### src/retry_backoff_delay_generator_macros.svh
// assertion macros shared by the rtl files
`ifndef RETRY_BACKOFF_DELAY_GENERATOR_MACROS_SVH
`define RETRY_BACKOFF_DELAY_GENERATOR_MACROS_SVH

// same-cycle implication, checked while out of reset
`define RBDG_ASSERT_IMPL(lbl, ante, cons, msg) \
    lbl: assert property (@(posedge i_clk) disable iff (!i_rst_n) (ante) |-> (cons)) \
        else $error(msg);

// next-cycle implication, checked while out of reset
`define RBDG_ASSERT_NEXT(lbl, ante, cons, msg) \
    lbl: assert property (@(posedge i_clk) disable iff (!i_rst_n) (ante) |=> (cons)) \
        else $error(msg);

`endif

### src/rbdg_pkg.sv
package rbdg_pkg;

    localparam int METHOD_W = 2;
    localparam int BASE_W   = 20;
    localparam int DELAY_W  = 22;
    localparam int MULT_W   = 4;
    localparam int EXP_W    = 5;
    localparam int CNT_W    = 8;
    localparam int RND_W    = 32;
    localparam int DIV_W    = DELAY_W + MULT_W;
    localparam int SHIFT_W  = BASE_W + (1 << EXP_W) - 1;
    localparam int STEP_W   = 5;
    localparam int CFG_IDX_W  = 3;
    localparam int CFG_DATA_W = DELAY_W;
    localparam int OUT_TDATA_W = ((DELAY_W + 7) / 8) * 8;

    localparam logic [METHOD_W-1:0] METH_CONST  = 2'd0;
    localparam logic [METHOD_W-1:0] METH_EXP    = 2'd1;
    localparam logic [METHOD_W-1:0] METH_JITTER = 2'd2;

    localparam logic [CFG_IDX_W-1:0] CFG_METHOD   = 3'd0;
    localparam logic [CFG_IDX_W-1:0] CFG_BASE     = 3'd1;
    localparam logic [CFG_IDX_W-1:0] CFG_CAP      = 3'd2;
    localparam logic [CFG_IDX_W-1:0] CFG_CONST    = 3'd3;
    localparam logic [CFG_IDX_W-1:0] CFG_MULT     = 3'd4;
    localparam logic [CFG_IDX_W-1:0] CFG_MAX_EXP  = 3'd5;

    localparam logic [METHOD_W-1:0] RST_METHOD  = METH_CONST;
    localparam logic [BASE_W-1:0]   RST_BASE    = 20'd1000;
    localparam logic [DELAY_W-1:0]  RST_CAP     = 22'd1800000;
    localparam logic [DELAY_W-1:0]  RST_CONST   = 22'd1000;
    localparam logic [MULT_W-1:0]   RST_MULT    = 4'd3;
    localparam logic [EXP_W-1:0]    RST_MAX_EXP = 5'd21;

    localparam logic [CNT_W-1:0]  CNT_MAX  = 8'hFF;
    localparam logic [STEP_W-1:0] STEP_MAX = 5'd31;

    typedef enum logic [2:0] {
        ST_IDLE,
        ST_PREP,
        ST_DIV,
        ST_FIN,
        ST_OUT
    } t_state;

    typedef struct packed {
        logic [METHOD_W-1:0] method;
        logic [BASE_W-1:0]   base_ms;
        logic [DELAY_W-1:0]  cap_ms;
        logic [DELAY_W-1:0]  const_ms;
        logic [MULT_W-1:0]   multiplier;
        logic [EXP_W-1:0]    exp_limit;
    } t_cfg;

    typedef struct packed {
        logic accept;
        logic req_type;
        logic out_free;
    } t_seq_ctl;

    typedef struct packed {
        logic               ready;
        logic               load_out;
        logic [DELAY_W-1:0] delay_ms;
        logic               error;
    } t_seq_sts;

    typedef struct packed {
        logic             start;
        logic [DIV_W-1:0] divisor;
    } t_mod_req;

    typedef struct packed {
        logic             done;
        logic [DIV_W-1:0] rem;
    } t_mod_rsp;

endpackage

### src/rbdg_mod_unit.sv
`include "retry_backoff_delay_generator_macros.svh"

module rbdg_mod_unit (
    input  logic                              i_clk,
    input  logic                              i_rst_n,
    input  rbdg_pkg::t_mod_req                i_req,
    input  logic [rbdg_pkg::RND_W-1:0]        i_dividend,
    output rbdg_pkg::t_mod_rsp                o_rsp
);

    logic                          r_busy;
    logic                          r_done;
    logic [rbdg_pkg::STEP_W-1:0]   r_step;
    logic [rbdg_pkg::RND_W-1:0]    r_dvd;
    logic [rbdg_pkg::DIV_W-1:0]    r_rem;
    logic [rbdg_pkg::DIV_W-1:0]    r_div;

    logic [rbdg_pkg::DIV_W:0]      w_trial;
    logic                          w_ge;
    logic [rbdg_pkg::DIV_W-1:0]    n_rem;

    // restoring remainder, one dividend bit per cycle
    always_comb begin
        w_trial = {r_rem, r_dvd[rbdg_pkg::RND_W-1]};
        w_ge    = (w_trial >= {1'b0, r_div});
        if (w_ge) begin
            n_rem = rbdg_pkg::DIV_W'(w_trial - {1'b0, r_div});
        end else begin
            n_rem = w_trial[rbdg_pkg::DIV_W-1:0];
        end
    end

    always_ff @(posedge i_clk) begin
        if (!i_rst_n) begin
            r_busy <= 1'b0;
            r_done <= 1'b0;
            r_step <= '0;
        end else begin
            r_done <= 1'b0;
            if (i_req.start) begin
                r_busy <= 1'b1;
                r_step <= '0;
                r_dvd  <= i_dividend;
                r_rem  <= '0;
                r_div  <= i_req.divisor;
            end else if (r_busy) begin
                r_rem  <= n_rem;
                r_dvd  <= {r_dvd[rbdg_pkg::RND_W-2:0], 1'b0};
                r_step <= r_step + 1'b1;
                if (r_step == rbdg_pkg::STEP_MAX) begin
                    r_busy <= 1'b0;
                    r_done <= 1'b1;
                end
            end
        end
    end

    assign o_rsp.done = r_done;
    assign o_rsp.rem  = r_rem;

    `RBDG_ASSERT_IMPL(a_start_when_idle, i_req.start, !r_busy, "modulo start while busy")
    `RBDG_ASSERT_IMPL(a_divisor_nonzero, i_req.start, i_req.divisor != '0, "zero divisor")
    `RBDG_ASSERT_IMPL(a_rem_below_div, r_busy || r_done, r_rem < r_div, "remainder not reduced")

endmodule

### src/rbdg_seq.sv
module rbdg_seq (
    input  logic                 i_clk,
    input  logic                 i_rst_n,
    input  rbdg_pkg::t_cfg       i_cfg,
    input  rbdg_pkg::t_seq_ctl   i_ctl,
    input  rbdg_pkg::t_mod_rsp   i_mod,
    output rbdg_pkg::t_mod_req   o_mod,
    output rbdg_pkg::t_seq_sts   o_sts
);

    rbdg_pkg::t_state r_state;
    rbdg_pkg::t_state n_state;

    logic [rbdg_pkg::CNT_W-1:0]   r_count;
    logic [rbdg_pkg::DELAY_W-1:0] r_last_delay;
    logic                         r_err;
    logic                         r_req;
    logic                         r_use_cap;
    logic [rbdg_pkg::DIV_W-1:0]   r_add;

    logic [rbdg_pkg::EXP_W-1:0]   w_exp;
    logic [rbdg_pkg::SHIFT_W-1:0] w_shifted;
    logic [rbdg_pkg::DELAY_W-1:0] w_t;
    logic [rbdg_pkg::DELAY_W-2:0] w_h;
    logic [rbdg_pkg::DIV_W-1:0]   w_hi;
    logic [rbdg_pkg::DIV_W-1:0]   w_lo;
    logic                         w_hi_le_lo;
    logic [rbdg_pkg::DELAY_W-1:0] w_lo_capped;
    logic                         w_need_div;
    logic [rbdg_pkg::DIV_W-1:0]   w_divisor;
    logic [rbdg_pkg::DIV_W-1:0]   w_sum;
    logic [rbdg_pkg::DELAY_W-1:0] w_fin_delay;

    // exponential and jitter bounds, evaluated in the prep cycle, and the final sum, capped for jitter, used in fin
    always_comb begin
        if (r_count < {{(rbdg_pkg::CNT_W-rbdg_pkg::EXP_W){1'b0}}, i_cfg.exp_limit}) begin
            w_exp = r_count[rbdg_pkg::EXP_W-1:0];
        end else begin
            w_exp = i_cfg.exp_limit;
        end
        w_shifted = {{(rbdg_pkg::SHIFT_W-rbdg_pkg::BASE_W){1'b0}}, i_cfg.base_ms} << w_exp;
        if (w_shifted < {{(rbdg_pkg::SHIFT_W-rbdg_pkg::DELAY_W){1'b0}}, i_cfg.cap_ms}) begin
            w_t = w_shifted[rbdg_pkg::DELAY_W-1:0];
        end else begin
            w_t = i_cfg.cap_ms;
        end
        w_h = w_t[rbdg_pkg::DELAY_W-1:1];

        w_hi = {{(rbdg_pkg::DIV_W-rbdg_pkg::MULT_W){1'b0}}, i_cfg.multiplier}
             * {{(rbdg_pkg::DIV_W-rbdg_pkg::DELAY_W){1'b0}}, r_last_delay};
        w_lo = {{(rbdg_pkg::DIV_W-rbdg_pkg::BASE_W){1'b0}}, i_cfg.base_ms};
        w_hi_le_lo = (w_hi <= w_lo);
        if ({{(rbdg_pkg::DELAY_W-rbdg_pkg::BASE_W){1'b0}}, i_cfg.base_ms} < i_cfg.cap_ms) begin
            w_lo_capped = {{(rbdg_pkg::DELAY_W-rbdg_pkg::BASE_W){1'b0}}, i_cfg.base_ms};
        end else begin
            w_lo_capped = i_cfg.cap_ms;
        end

        w_need_div = 1'b0;
        w_divisor  = '0;
        if (!r_req) begin
            case (i_cfg.method)
                rbdg_pkg::METH_EXP: begin
                    w_need_div = (w_h != '0);
                    w_divisor  = {{(rbdg_pkg::DIV_W-rbdg_pkg::DELAY_W+1){1'b0}}, w_h};
                end
                rbdg_pkg::METH_JITTER: begin
                    w_need_div = !w_hi_le_lo;
                    w_divisor  = w_hi - w_lo;
                end
                default: begin
                    w_need_div = 1'b0;
                end
            endcase
        end

        w_sum = r_add + i_mod.rem;
        if (r_use_cap
            && (w_sum >= {{(rbdg_pkg::DIV_W-rbdg_pkg::DELAY_W){1'b0}}, i_cfg.cap_ms})) begin
            w_fin_delay = i_cfg.cap_ms;
        end else begin
            w_fin_delay = w_sum[rbdg_pkg::DELAY_W-1:0];
        end
    end

    always_comb begin
        n_state = r_state;
        case (r_state)
            rbdg_pkg::ST_IDLE: begin
                if (i_ctl.accept) begin
                    n_state = rbdg_pkg::ST_PREP;
                end
            end
            rbdg_pkg::ST_PREP: begin
                if (w_need_div) begin
                    n_state = rbdg_pkg::ST_DIV;
                end else begin
                    n_state = rbdg_pkg::ST_OUT;
                end
            end
            rbdg_pkg::ST_DIV: begin
                if (i_mod.done) begin
                    n_state = rbdg_pkg::ST_FIN;
                end
            end
            rbdg_pkg::ST_FIN: begin
                n_state = rbdg_pkg::ST_OUT;
            end
            rbdg_pkg::ST_OUT: begin
                if (i_ctl.out_free) begin
                    n_state = rbdg_pkg::ST_IDLE;
                end
            end
            default: begin
                n_state = rbdg_pkg::ST_IDLE;
            end
        endcase
    end

    always_comb begin
        o_sts.ready    = 1'b0;
        o_sts.load_out = 1'b0;
        o_mod.start    = 1'b0;
        case (r_state)
            rbdg_pkg::ST_IDLE: begin
                o_sts.ready = 1'b1;
            end
            rbdg_pkg::ST_PREP: begin
                o_mod.start = w_need_div;
            end
            rbdg_pkg::ST_OUT: begin
                o_sts.load_out = i_ctl.out_free;
            end
            default: begin
                o_sts.ready = 1'b0;
            end
        endcase
    end

    assign o_mod.divisor  = w_divisor;
    assign o_sts.delay_ms = r_last_delay;
    assign o_sts.error    = r_err;

    always_ff @(posedge i_clk) begin
        if (!i_rst_n) begin
            r_state      <= rbdg_pkg::ST_IDLE;
            r_count      <= '0;
            r_last_delay <= '0;
            r_err        <= 1'b0;
        end else begin
            r_state <= n_state;
            case (r_state)
                rbdg_pkg::ST_IDLE: begin
                    if (i_ctl.accept) begin
                        r_req <= i_ctl.req_type;
                        r_err <= 1'b0;
                        if (i_ctl.req_type) begin
                            r_count      <= '0;
                            r_last_delay <= '0;
                        end else if (r_count != rbdg_pkg::CNT_MAX) begin
                            r_count <= r_count + 1'b1;
                        end
                    end
                end
                rbdg_pkg::ST_PREP: begin
                    if (!r_req) begin
                        case (i_cfg.method)
                            rbdg_pkg::METH_CONST: begin
                                r_last_delay <= i_cfg.const_ms;
                            end
                            rbdg_pkg::METH_EXP: begin
                                r_use_cap <= 1'b0;
                                r_add <= {{(rbdg_pkg::DIV_W-rbdg_pkg::DELAY_W+1){1'b0}}, w_h};
                                if (w_h == '0) begin
                                    r_last_delay <= '0;
                                end
                            end
                            rbdg_pkg::METH_JITTER: begin
                                r_use_cap <= 1'b1;
                                r_add     <= w_lo;
                                if (w_hi_le_lo) begin
                                    r_last_delay <= w_lo_capped;
                                end
                            end
                            default: begin
                                r_err <= 1'b1;
                            end
                        endcase
                    end
                end
                rbdg_pkg::ST_FIN: begin
                    r_last_delay <= w_fin_delay;
                end
                default: begin
                    r_err <= r_err;
                end
            endcase
        end
    end

endmodule

### src/retry_backoff_delay_generator.sv
// retry backoff delay generator
// slave stream: one beat per request; tuser is the request kind (0 next attempt,
// 1 reset of delay and attempt count), tdata the 32-bit random word for exponential and jitter.
// master stream: one beat per request; tdata carries the current delay in ms,
// tuser the error flag for an unsupported method.
// configuration: write enable, register index and data; the user must change
// registers only while no request is in flight, which the block does not enforce.
// flow: constant method, unsupported method, reset requests, exponential cases
// with a zero half delay and jitter cases with an empty range pass from idle
// through prep to out. exponential and decorrelated jitter run a bit-serial
// 32-bit modulo, one dividend bit per cycle, in the div state, then fin and out.
// s_axis_tready is high only while the sequencer is idle; a finished result
// sits in the output register, so the next request is taken while it waits.
// when the receiver stalls, the next result holds in the sequencer until the
// output register frees up.
// reset clears the delay, attempt count, all handshakes and loads the default
// register values.
`include "retry_backoff_delay_generator_macros.svh"

module retry_backoff_delay_generator (
    input  logic                                   i_clk,
    input  logic                                   i_rst_n,
    input  logic                                   i_cfg_we,
    input  logic [rbdg_pkg::CFG_IDX_W-1:0]         i_cfg_idx,
    input  logic [rbdg_pkg::CFG_DATA_W-1:0]        i_cfg_data,
    input  logic                                   s_axis_tvalid,
    output logic                                   s_axis_tready,
    input  logic [rbdg_pkg::RND_W-1:0]             s_axis_tdata,  // random_word
    input  logic                                   s_axis_tuser,  // req_type
    output logic                                   m_axis_tvalid,
    input  logic                                   m_axis_tready,
    output logic [rbdg_pkg::OUT_TDATA_W-1:0]       m_axis_tdata,  // delay_ms, zero pad
    output logic                                   m_axis_tuser   // error
);

    rbdg_pkg::t_cfg     r_cfg;
    rbdg_pkg::t_seq_ctl w_ctl;
    rbdg_pkg::t_seq_sts w_sts;
    rbdg_pkg::t_mod_req w_mod_req;
    rbdg_pkg::t_mod_rsp w_mod_rsp;

    logic [rbdg_pkg::RND_W-1:0]   r_rnd;
    logic                         r_out_valid;
    logic [rbdg_pkg::DELAY_W-1:0] r_out_delay;
    logic                         r_out_err;

    always_ff @(posedge i_clk) begin
        if (!i_rst_n) begin
            r_cfg.method     <= rbdg_pkg::RST_METHOD;
            r_cfg.base_ms    <= rbdg_pkg::RST_BASE;
            r_cfg.cap_ms     <= rbdg_pkg::RST_CAP;
            r_cfg.const_ms   <= rbdg_pkg::RST_CONST;
            r_cfg.multiplier <= rbdg_pkg::RST_MULT;
            r_cfg.exp_limit  <= rbdg_pkg::RST_MAX_EXP;
        end else if (i_cfg_we) begin
            case (i_cfg_idx)
                rbdg_pkg::CFG_METHOD:  r_cfg.method     <= i_cfg_data[rbdg_pkg::METHOD_W-1:0];
                rbdg_pkg::CFG_BASE:    r_cfg.base_ms    <= i_cfg_data[rbdg_pkg::BASE_W-1:0];
                rbdg_pkg::CFG_CAP:     r_cfg.cap_ms     <= i_cfg_data[rbdg_pkg::DELAY_W-1:0];
                rbdg_pkg::CFG_CONST:   r_cfg.const_ms   <= i_cfg_data[rbdg_pkg::DELAY_W-1:0];
                rbdg_pkg::CFG_MULT:    r_cfg.multiplier <= i_cfg_data[rbdg_pkg::MULT_W-1:0];
                rbdg_pkg::CFG_MAX_EXP: r_cfg.exp_limit  <= i_cfg_data[rbdg_pkg::EXP_W-1:0];
                default: begin
                    r_cfg <= r_cfg;
                end
            endcase
        end
    end

    assign s_axis_tready  = w_sts.ready;
    assign w_ctl.accept   = s_axis_tvalid && w_sts.ready;
    assign w_ctl.req_type = s_axis_tuser;
    assign w_ctl.out_free = !r_out_valid || m_axis_tready;

    always_ff @(posedge i_clk) begin
        if (w_ctl.accept) begin
            r_rnd <= s_axis_tdata;
        end
    end

    rbdg_seq u_seq (
        .i_clk   (i_clk),
        .i_rst_n (i_rst_n),
        .i_cfg   (r_cfg),
        .i_ctl   (w_ctl),
        .i_mod   (w_mod_rsp),
        .o_mod   (w_mod_req),
        .o_sts   (w_sts)
    );

    rbdg_mod_unit u_mod (
        .i_clk      (i_clk),
        .i_rst_n    (i_rst_n),
        .i_req      (w_mod_req),
        .i_dividend (r_rnd),
        .o_rsp      (w_mod_rsp)
    );

    always_ff @(posedge i_clk) begin
        if (!i_rst_n) begin
            r_out_valid <= 1'b0;
        end else if (w_sts.load_out) begin
            r_out_valid <= 1'b1;
        end else if (m_axis_tready) begin
            r_out_valid <= 1'b0;
        end
    end

    always_ff @(posedge i_clk) begin
        if (w_sts.load_out) begin
            r_out_delay <= w_sts.delay_ms;
            r_out_err   <= w_sts.error;
        end
    end

    assign m_axis_tvalid = r_out_valid;
    assign m_axis_tdata  = {{(rbdg_pkg::OUT_TDATA_W-rbdg_pkg::DELAY_W){1'b0}}, r_out_delay};
    assign m_axis_tuser  = r_out_err;

    `RBDG_ASSERT_IMPL(a_load_into_free, w_sts.load_out, !r_out_valid || m_axis_tready,
        "output overrun")
    `RBDG_ASSERT_NEXT(a_busy_after_accept, s_axis_tvalid && s_axis_tready, !s_axis_tready,
        "accept while busy")
    `RBDG_ASSERT_IMPL(a_no_div_when_ready, s_axis_tready, !w_mod_req.start,
        "modulo start while idle")

endmodule
### config.mk
export PLATFORM = sky130hd
export DESIGN_NAME = retry_backoff_delay_generator
export DESIGN_NICKNAME = d
export VERILOG_FILES = /design/src/rbdg_pkg.sv /design/src/rbdg_mod_unit.sv /design/src/rbdg_seq.sv /design/src/retry_backoff_delay_generator.sv
export VERILOG_INCLUDE_DIRS = /design/src /design/src/src
export SDC_FILE = /design/constraint.sdc
export NUM_CORES = 1
export LEC_CHECK = 0
export ABC_CLOCK_PERIOD_IN_PS = 18200
export BUFFER_PORTS_ARGS = -buffer_cell sky130_fd_sc_hd__buf_2
export CAP_MARGIN = 25
export CORE_MARGIN = 1
export CORE_UTILIZATION = 45
export CTS_BUF_LIST = sky130_fd_sc_hd__clkbuf_8
export DETAILED_ROUTE_END_ITERATION = 8
export HOLD_SLACK_MARGIN = 0.05
export SLEW_MARGIN = 5
export SYNTH_ARGS = -nofsm -noshare
export SYNTH_HDL_FRONTEND = slang
export SYNTH_SLANG_ARGS = --single-unit
### constraint.sdc
create_clock -name i_clk -period 18.2 [get_ports i_clk]
set_input_delay 3.64 -clock i_clk [delete_from_list [all_inputs] [get_ports i_clk]]
set_output_delay 3.64 -clock i_clk [all_outputs]
set_load 0.005 [all_outputs]
==> flow_summary_export.csv <==
group,metric,value,unit
synthesis,post_synth_mux_area_share,0.0912,
sta,max_slew_vio_count,0,
pwr,vdd_ir_drop_max,61.5,uV
pwr,report.power.total,1470,uW
grt,track_usage,0.303,
critical_path,max_stage_delay,730,ps
pwr,p_per_area,62.9,nW/um^2
floorplan,die_area,48200,sq um
synthesis,synthDistinctLibCells,89,
cts,cts.path.max_buffers,3,
critical_path,cpMostUsedCell,"buf_4",
synthesis,synth_area_leader_cell,"edfxtp_1",
critical_path,worstPathArrival,8390,ps
routing,number_of_design_rule_violations_left_after_detail_routing,0,
job,cap_violations,0,
synthesis,ys_top_cells_by_area,"edfxtp_1 (23%), dfxtp_1 (11%), ha_1 (10%)",
sta,final_hold_vio_count,0,
cts,insertion_delay,640,ps
sta,finalWorstPathRequiredPeriod,8110,ps
routing,drtPass1Iterations,5,
critical_path,sort_of_element_at_the_end_of_the_critical_path,"register",
cts,clock-root-buffer,"clkbuf_8",
critical_path,kind_of_start_point_of_the_critical_path,"register",
final_layout,drive_gt1_frac,0.113,
cts,clock_tree.htree_level_count,2,
routing,wire_per_inst,24.2,microns
routing,detailed_route_wire_length,73800,microns
place,dpl.hpwl,56800,microns
grt,grt_overflow,0,
synthesis,synthesis.yosys.warnings,0,
synthesis,main_combinational_cell_family_by_area_after_synthesis,"compound AO/OA/AOI/OAI gates",
final_layout,synthToLayoutAreaGrowth,9.60,%
sta,fin_crit_share,0.446,
final_layout,final_cells,3047,
synthesis,synth-adder-area-share,0.140,
synthesis,yosysMostFrequentCell,"nand2_1",
sta,worst_slew_pin_slew,964,ps
synthesis,syn_area_per_cell,9.10,sq um
grt,vias_in_the_first_global_route,17300,
cts,cts.sinks,279,
critical_path,path_buf_inv,4,
cts,ctsResizeCount,0,
critical_path,cp_max_fo,58,
critical_path,timing_worst_setup_path_type,"register to register",
synthesis,yosys_most_used_dff,"edfxtp_1",
cts,cts_hold_buffers,0,
routing,number_of_nets_with_antenna_violations_after_routing,0,
place,gp_routability_congestion,0.969,
sta,timing.final.setup_violations,0,
synthesis,synth_compound_area_frac,0.179,
critical_path,cp_data_required_time,18480,ps
cts,cts_inserted_buffers,50,
synthesis,synth_sequential_area_ratio,0.339,
sta,max_clock_freq,123,MHz
grt,wire_length_of_the_first_global_routing_pass,109000,microns
grt,grt_antenna_before_repair,0,
place,io_buffers,87,
synthesis,number_of_enable_flip_flop_cells_after_synthesis,162,
grt,grt_max_degree,65,
floorplan,placement_rows,79,
cts,post_cts_buffers,0,
synthesis,netlist_area,21300,sq um
synthesis,synth_seq_cells,279,
synthesis,synth_commonest_cells,"nand2_1 (300), ha_1 (170), a21oi_1 (164), edfxtp_1 (162), inv_1 (141)",
sta,finalClockSkew,28.6,ps
critical_path,path_delay_family,"compound AO/OA/AOI/OAI gates",
sta,max-slew-margin-rel,0.341,
routing,via_count,18700,
synthesis,area_share_of_the_largest_cell_type_after_synthesis,0.229,
synthesis,post_synth_xor_area_fraction,0.0346,
floorplan,coreArea,46600,sq um
floorplan,die_width,219,microns
sta,setup_repair_after_global_routing_missed_its_margin,"false",
pwr,cellLeakagePower,0.00989,uW
final_layout,fin_nets,2678,
floorplan,die_y,219,microns
routing,viasPerCell,6.15,
min_path,min_path_type,"register to register",
sta,fin_tns_setup,0,ps
critical_path,cp_slowest_cell,"a221oi_4",
synthesis,synth-simple-area-share,0.169,
outcome,outcome,"finished clean",
cts,cts_tree,"built",
synthesis,synthCells,2338,
cts,clk_slew_on_worst_s_h_paths,60,ps
place,dpl.cell_count,2956,
routing,drtIter0Drc,2186,
floorplan,design.portCount,90,
synthesis,synth-async-reset-ratio,0,
floorplan,start_util,0.457,
area by class of cell:
cell class                 instances  area (sq um)
antenna                            1          2.50
inverter                         143           537
sequential                       279          7210
multi-input combinational       1810         13100
tap                              607           759
timing repair buffer             118           683
clock inverter                    33           225
fill                            4402         23200
clock buffer                      56           771
cells in the final DEF (no fill, tap or decap), types with 22 or more instances in the layout:
cell type | synthesis | routed
nor2_1 | 133 | 130
nand3_1 | 71 | 71
xnor2_1 | 54 | 54
xor2_1 | 30 | 30
inv_1 | 141 | 157
buf_4 | 3 | 29
a221oi_1 | 27 | 27
dfxtp_1 | 117 | 117
mux2i_1 | 126 | 126
buf_2 | 17 | 87
nor2b_1 | 23 | 23
a211o_1 | 23 | 23
edfxtp_1 | 162 | 162
fa_1 | 43 | 43
a21oi_1 | 164 | 163
mux2_4 | 25 | 25
clkbuf_8 | 0 | 56
a21o_1 | 47 | 47
ha_1 | 170 | 170
a211oi_1 | 22 | 22
nand2_1 | 300 | 300
o211ai_1 | 29 | 29
o21ai_0 | 90 | 90
nand2b_1 | 26 | 25
nor3_1 | 60 | 59
mux2_2 | 27 | 27
and2_1 | 50 | 49
routing by layer:
metal / part of all wire / track usage / up-vias
li1: - / - / 8666
met1: 0.46 / 0.447 / 9133
met2: 0.43 / 0.446 / 814
met3: 0.083 / 0.0513 / 121
met4: 0.027 / 0.0979 / 2
met5: 0.00094 / 0.00417 / -
power breakdown:
part	total (uW)	internal (uW)	leakage (uW)	switching (uW)
logic	176	61.2	0.00682	115
registers	692	678	0.00250	14.1
clock network	598	324	0.000571	274
logic make-up after synthesis:
group,count (synthesis)
buffers and inverters,250
adder cells (fa/ha/maj),213
XOR/XNOR,84
AND/OR/NAND/NOR,763
AO/OA/AOI/OAI,570
flip-flops,279
multiplexers,178
other,1
flip-flops by register name, indices dropped and copies added, names as in the netlist, 21 cells and up:
| name | flops |
|---|---|
| u_mod.r_rem | 26 |
| r_out_delay | 22 |
| u_seq.r_add | 21 |
| r_rnd | 32 |
| r_cfg | 75 |
| u_mod.r_div | 26 |
| u_mod.r_dvd | 32 |
| u_seq.r_last_delay | 22 |
per-stage QoR:
stage,utilization,area [sq um],setup slack (ps),hold WS [ps]
2_1_floorplan,-,21300,9250,409
3_3_place_gp,0.479,22300,10380,450
3_5_place_dp,0.479,22300,10220,452
4_1_cts,0.501,23300,10210,460
5_1_grt,0.501,23300,9470,475
6_report,0.501,23300,10090,461
worst min-delay path: stages (launching register included):
cell	delay (ps)
dfxtp_1	310
nand2_1	50
a21oi_1	50
path summary, 6_finish.rpt:
path | startpoint | slack (ps) | to | cells after the start
setup reg to reg | r_cfg[1] | 10090 | u_mod.r_rem[23] | 28
hold / removal | r_cfg[21] | 460 | r_cfg[21] | 2
hold reg to reg | r_cfg[21] | 460 | r_cfg[21] | 2
setup / recovery | r_cfg[1] | 10090 | u_mod.r_rem[23] | 28
(Power assumes the default switching activity.)
